===== config.mk =====
export PLATFORM = sky130hd
export DESIGN_NAME = pfbgw_decode
export DESIGN_NICKNAME = d
export VERILOG_FILES = /design/src/hw/rtl/page_frame_buffer_glyph_writer_assert.svh /design/src/hw/rtl/pfbgw_pkg.sv /design/src/hw/rtl/pfbgw_decode.sv
export SDC_FILE = /design/constraint.sdc
export NUM_CORES = 1
export LEC_CHECK = 0
export BUFFER_PORTS_ARGS = -buffer_cell sky130_fd_sc_hd__buf_2
export CAP_MARGIN = 20
export CORE_ASPECT_RATIO = 1.4
export CORE_MARGIN = 4
export CORE_UTILIZATION = 54
export DETAILED_ROUTE_END_ITERATION = 8
export PLACE_DENSITY = 0.95
export SETUP_SLACK_MARGIN = 0.02
export SLEW_MARGIN = 20
export SYNTH_ARGS = -nofsm -noshare
export SYNTH_HDL_FRONTEND = slang
export SYNTH_SLANG_ARGS = --single-unit

===== constraint.sdc =====
create_clock -name vclk -period 7.57
set_input_delay 0.757 -clock vclk [all_inputs]
set_output_delay 0.757 -clock vclk [all_outputs]
set_load 0.02 [all_outputs]

===== src/hw/rtl/page_frame_buffer_glyph_writer_assert.svh =====
// ----------------------------------------------------------------------------
// page_frame_buffer_glyph_writer_assert.svh
// Assertion macros for the frame buffer glyph writer.
// ----------------------------------------------------------------------------
`ifndef PAGE_FRAME_BUFFER_GLYPH_WRITER_ASSERT_SVH
`define PAGE_FRAME_BUFFER_GLYPH_WRITER_ASSERT_SVH

`ifndef ASSERT_OFF
// same-cycle implication
`define PFBGW_ASSERT_IMP(label, clk, rst_n, ante, cons) \
    label: assert property (@(posedge clk) disable iff (!rst_n) (ante) |-> (cons)) \
        else $error("pfbgw assertion failed");
// next-cycle implication
`define PFBGW_ASSERT_NXT(label, clk, rst_n, ante, cons) \
    label: assert property (@(posedge clk) disable iff (!rst_n) (ante) |=> (cons)) \
        else $error("pfbgw assertion failed");
`else
`define PFBGW_ASSERT_IMP(label, clk, rst_n, ante, cons)
`define PFBGW_ASSERT_NXT(label, clk, rst_n, ante, cons)
`endif

`endif


===== src/hw/rtl/pfbgw_pkg.sv =====
// ----------------------------------------------------------------------------
// pfbgw_pkg
// Shared types and constants of the frame buffer glyph writer.
// ----------------------------------------------------------------------------
package pfbgw_pkg;

    localparam int COLUMNS_DEF = 128;
    localparam int PAGES_DEF   = 8;

    localparam int S_TDATA_W = 32;
    localparam int S_TUSER_W = 2;
    localparam int M_TDATA_W = 16;

    typedef enum logic [1:0] {
        OP_SET   = 2'd0,
        OP_CLEAR = 2'd1,
        OP_GLYPH = 2'd2,
        OP_READ  = 2'd3
    } op_t;

    localparam logic [1:0] ST_OK      = 2'd0;
    localparam logic [1:0] ST_OUTSIDE = 2'd1;
    localparam logic [1:0] ST_FONT    = 2'd2;

    localparam logic [4:0] FONT_H_SMALL = 5'd12;
    localparam logic [4:0] FONT_H_MID   = 5'd16;
    localparam logic [4:0] FONT_H_LARGE = 5'd24;

    // Decoded work for one item: up to two read-modify-writes
    typedef struct packed {
        logic       is_read;
        logic       rd_ok;
        logic       wr_a;
        logic       wr_b;
        logic [7:0] mask_a;
        logic [7:0] mask_b;
        logic [7:0] val;
        logic [1:0] status;
    } dec_t;

endpackage


===== src/hw/rtl/pfbgw_decode.sv =====
// ----------------------------------------------------------------------------
// pfbgw_decode
// Turns one item into buffer addresses, bit masks and a status code.
// ----------------------------------------------------------------------------
module pfbgw_decode
    import pfbgw_pkg::*;
#(
    parameter int COLUMNS = COLUMNS_DEF,
    parameter int PAGES   = PAGES_DEF
) (
    input  op_t                                op,
    input  logic [6:0]                         column,
    input  logic [5:0]                         row,
    input  logic [1:0]                         byte_index,
    input  logic [4:0]                         font_height,
    input  logic                               inverse,
    input  logic [7:0]                         glyph_byte,
    output dec_t                               dec,
    output logic [$clog2(COLUMNS*PAGES)-1:0]   addr_a,
    output logic [$clog2(COLUMNS*PAGES)-1:0]   addr_b
);

    localparam int         ADDR_W   = $clog2(COLUMNS * PAGES);
    localparam logic [8:0] COL_LIM  = 9'(COLUMNS);
    localparam logic [4:0] PAGE_LIM = 5'(PAGES);

    logic [1:0] k_eff;
    logic [6:0] row0;
    logic [3:0] page_a;
    logic [3:0] page_b;
    logic [2:0] bit0;
    logic [4:0] base;
    logic [4:0] diff;
    logic [3:0] n_rows;
    logic       col_ok;
    logic       pa_ok;
    logic       pb_ok;
    logic       fh_ok;
    logic [7:0] gmask_a;
    logic [7:0] gmask_b;
    logic [7:0] gval;

    assign k_eff  = (op == OP_GLYPH) ? byte_index : 2'd0;
    assign row0   = {1'b0, row} + {2'b00, k_eff, 3'b000};
    assign page_a = row0[6:3];
    assign page_b = page_a + 4'd1;
    assign bit0   = row0[2:0];
    assign base   = {k_eff, 3'b000};
    assign diff   = font_height - base;
    assign col_ok = {2'b00, column} < COL_LIM;
    assign pa_ok  = {1'b0, page_a} < PAGE_LIM;
    assign pb_ok  = {1'b0, page_b} < PAGE_LIM;
    assign fh_ok  = (font_height == FONT_H_SMALL) || (font_height == FONT_H_MID) ||
                    (font_height == FONT_H_LARGE);

    // rows left in this glyph byte, at most eight
    always_comb
    begin
        if (font_height <= base)
        begin
            n_rows = 4'd0;
        end
        else if (diff[4:3] != 2'b00)
        begin
            n_rows = 4'd8;
        end
        else
        begin
            n_rows = {1'b0, diff[2:0]};
        end
    end

    // Bit i of either page takes glyph row (i - bit0) mod 8, MSB first
    always_comb
    begin
        for (int i = 0; i < 8; i++)
        begin
            logic [2:0] j;
            j          = 3'(i) - bit0;
            gval[i]    = glyph_byte[~j] ^ inverse;
            gmask_a[i] = (3'(i) >= bit0) && ({1'b0, j} < n_rows);
            gmask_b[i] = (3'(i) < bit0) && ({1'b0, j} < n_rows);
        end
    end

    always_comb
    begin
        dec = '0;
        unique case (op)
            OP_SET, OP_CLEAR:
            begin
                dec.mask_a = 8'h01 << bit0;
                dec.val    = (op == OP_SET) ? 8'hFF : 8'h00;
                dec.wr_a   = col_ok && pa_ok;
                dec.status = (col_ok && pa_ok) ? ST_OK : ST_OUTSIDE;
            end
            OP_GLYPH:
            begin
                dec.mask_a = gmask_a;
                dec.mask_b = gmask_b;
                dec.val    = gval;
                if (!fh_ok)
                begin
                    dec.status = ST_FONT;
                end
                else
                begin
                    dec.wr_a = (|gmask_a) && col_ok && pa_ok;
                    dec.wr_b = (|gmask_b) && col_ok && pb_ok;
                    if (((|gmask_a) && !(col_ok && pa_ok)) ||
                        ((|gmask_b) && !(col_ok && pb_ok)))
                    begin
                        dec.status = ST_OUTSIDE;
                    end
                end
            end
            OP_READ:
            begin
                dec.is_read = 1'b1;
                dec.rd_ok   = col_ok && pa_ok;
                dec.status  = (col_ok && pa_ok) ? ST_OK : ST_OUTSIDE;
            end
            default:
            begin
                dec = '0;
            end
        endcase
    end

    // only meaningful when the page is in range
    assign addr_a = ADDR_W'(32'(page_a) * COLUMNS + 32'(column));
    assign addr_b = ADDR_W'(32'(page_b) * COLUMNS + 32'(column));

endmodule


==> impl_metrics.ini <==
[critical_path]
cp_max_fo = 22
path_cells = buf_2, nor2b_1, nand2_1, ha_1, nand3_1, ha_1, nand4bb_1, o22ai_1, maj3_2, nor2_1, o221ai_1, o21ai_1, a21oi_1, buf_2
timing.critical_path.buf_inv = 2
critical-path-top-delay-family = simple AND/OR/NAND/NOR gates
arrival_ns = 4.29
cp_slowest_cell = nor2b_1
crit_required_ns = 6.81
max_stage_delay_ns = 0.49
crit_path_end_kind = output pin
worstSetupPathType = input pin to output pin
start_kind = input pin

[die]
fp.coreArea_um2 = 2935
die_h_um = 74.32
start_util = 0.5780
die_w_um = 55.38
design.die.area_um2 = 4115
std_cell_rows = 23
io_pins = 81

[cells_and_area]
final_core_util = 0.6415
syn2layout_area_growth_pct = 10.99
seq_cell_count = 0
nets = 309
regArea_um2 = 0
num_antenna_cells = 0
nClkBuffers = 0
fin_cells = 289
final_area_um2 = 1883
drive_above_1_share = 0.3175

[sta]
period_share = 0.6665
fin_setup_tns_ns = 0
worstMarginPinSlew_ns = 0.5550
grt_setup_unrepaired = no
slew_headroom = 0.6261
fmax_mhz = 198.2
fin_hold_ws_ns = 1.514
fin_crit_ns = 5.046
final_max_slew_viol_count = 0
setup_slack_ns = 2.524
finalSetupViolCount = 0
hold_viol_final = 0

[global_route]
met2_usage = 0.4526
grt_util_all_layers = 0.2219
first_global_vias = 1785
grt_pass1_wl_um = 7686
grt_max_degree = 23
grt_antenna_before_repair = 0
met1_usage = 0.2348
grt-busiest-layer = met2
grt_remaining_overflow = 0
met3_usage = 0.01563

[power_and_ir_drop]
total_power_mw = 0.1611
leakage_nw = 0.9394
p_per_area_nw_per_um2 = 85.53
vdd_drop_max_uv = 50.38

[logic_synthesis]
seq_area_frac_synth = 0
synth.net_count = 271
ys_types = 56
ys_warn_count = 0
syn_avg_cell_area_um2 = 7.855
synth.most_common_cell = ha_1
netlist_area_um2 = 1697
ys_top_cells_by_area = ha_1 (17%), mux4_2 (11%), buf_4 (7.1%)
synth_top_area_cell = ha_1
synth_common_cells = ha_1 (23), a21oi_1 (20), buf_4 (16)
synth.top_cell.area_share = 0.1696
synth_cells = 216

[placement]
dp_hpwl_um = 3991
io_buffers = 59
placed_area_um2 = 1883
place_congestion = 0.9872
preCtsSetupSlack_ns = 2.592
dp_cells = 289

[detailed_routing]
wl_per_cell_um = 16.79
via_per_inst = 6.298
drc = 0
ant_nets = 0
drtPass1Iterations = 5
drt_iter0_markers = 69
routed_wl_um = 4851
vias = 1820

[clock_tree]
cts-resized-gates = 0
post_cts_buffers = 0
cts_hold_buf = 0

[worst_hold_path]
min_path_cells = 0
min_from = column[5]
holdPathEnd = addr_a[5]
hold_class = input pin to output pin

[status]
outcome = completed

[job]
drv_cap = 0
-- layout make-up --
type	count	area (µm²)
multi-input cells	177	1481
fillers	282	1052
repair buffers	59	295.3
inverters	16	60.06
well taps	37	46.29
-- cell usage in the layout (no fill, tap or decap), types with 2 or more instances in the layout --
cell,count
ha_1,23
o21a_1,2
o21ai_1,3
a22oi_1,3
mux4_2,8
a21oi_1,20
a211oi_1,2
and3_1,2
inv_1,14
a2bb2oi_1,2
o21ai_0,4
nand4_1,3
nor3b_1,2
maj3_2,3
nor4_1,2
xor2_1,12
o221ai_1,2
nor2_1,14
a32oi_1,2
nand3_1,3
a21o_1,3
buf_2,59
nand2_1,11
mux2i_1,9
o22ai_1,3
nor3_1,3
nor2b_1,6
nand2b_1,5
and2_1,2
o32ai_1,2
nand4bb_1,2
-- kinds of logic after synthesis --
kind of cell | share of synthesized area
mux | 0.1659
fa+ha+maj | 0.2072
other cells | 0.002210
buf+inv | 0.1268
compound gates | 0.2235
simple gates | 0.1962
xor+xnor | 0.07817
-- report_power, final --
| group | switching, mW | internal [mW] |
|---|---|---|
| logic | 0.0977 | 0.0634 |
| clock network | 0 | 0 |
| registers | 0 | 0 |
| total | 0.0977 | 0.0634 |
-- worst max-delay path by stage --
stage | startpoint | end | slack, ns | depth (start not counted)
CTS | op[1] | dec[27] | 2.59 | 14
floorplan | op[1] | dec[0] | 3.09 | 15
global placement | op[1] | dec[0] | 2.72 | 16
finish | op[1] | dec[27] | 2.52 | 14
global route | op[1] | dec[27] | 2.20 | 14
detailed placement | op[1] | dec[27] | 2.59 | 14
-- metal layers --
metal / vias up / part of all wire / wire, µm
met1: 870 / 0.36 / 1749
met2: 87 / 0.55 / 2662
met3: 14 / 0.064 / 311
li1: 849 / - / -
met5: - / 0 / 0
met4: 0 / 0.026 / 126
No activity file was read; power rests on OpenSTA's default activity.
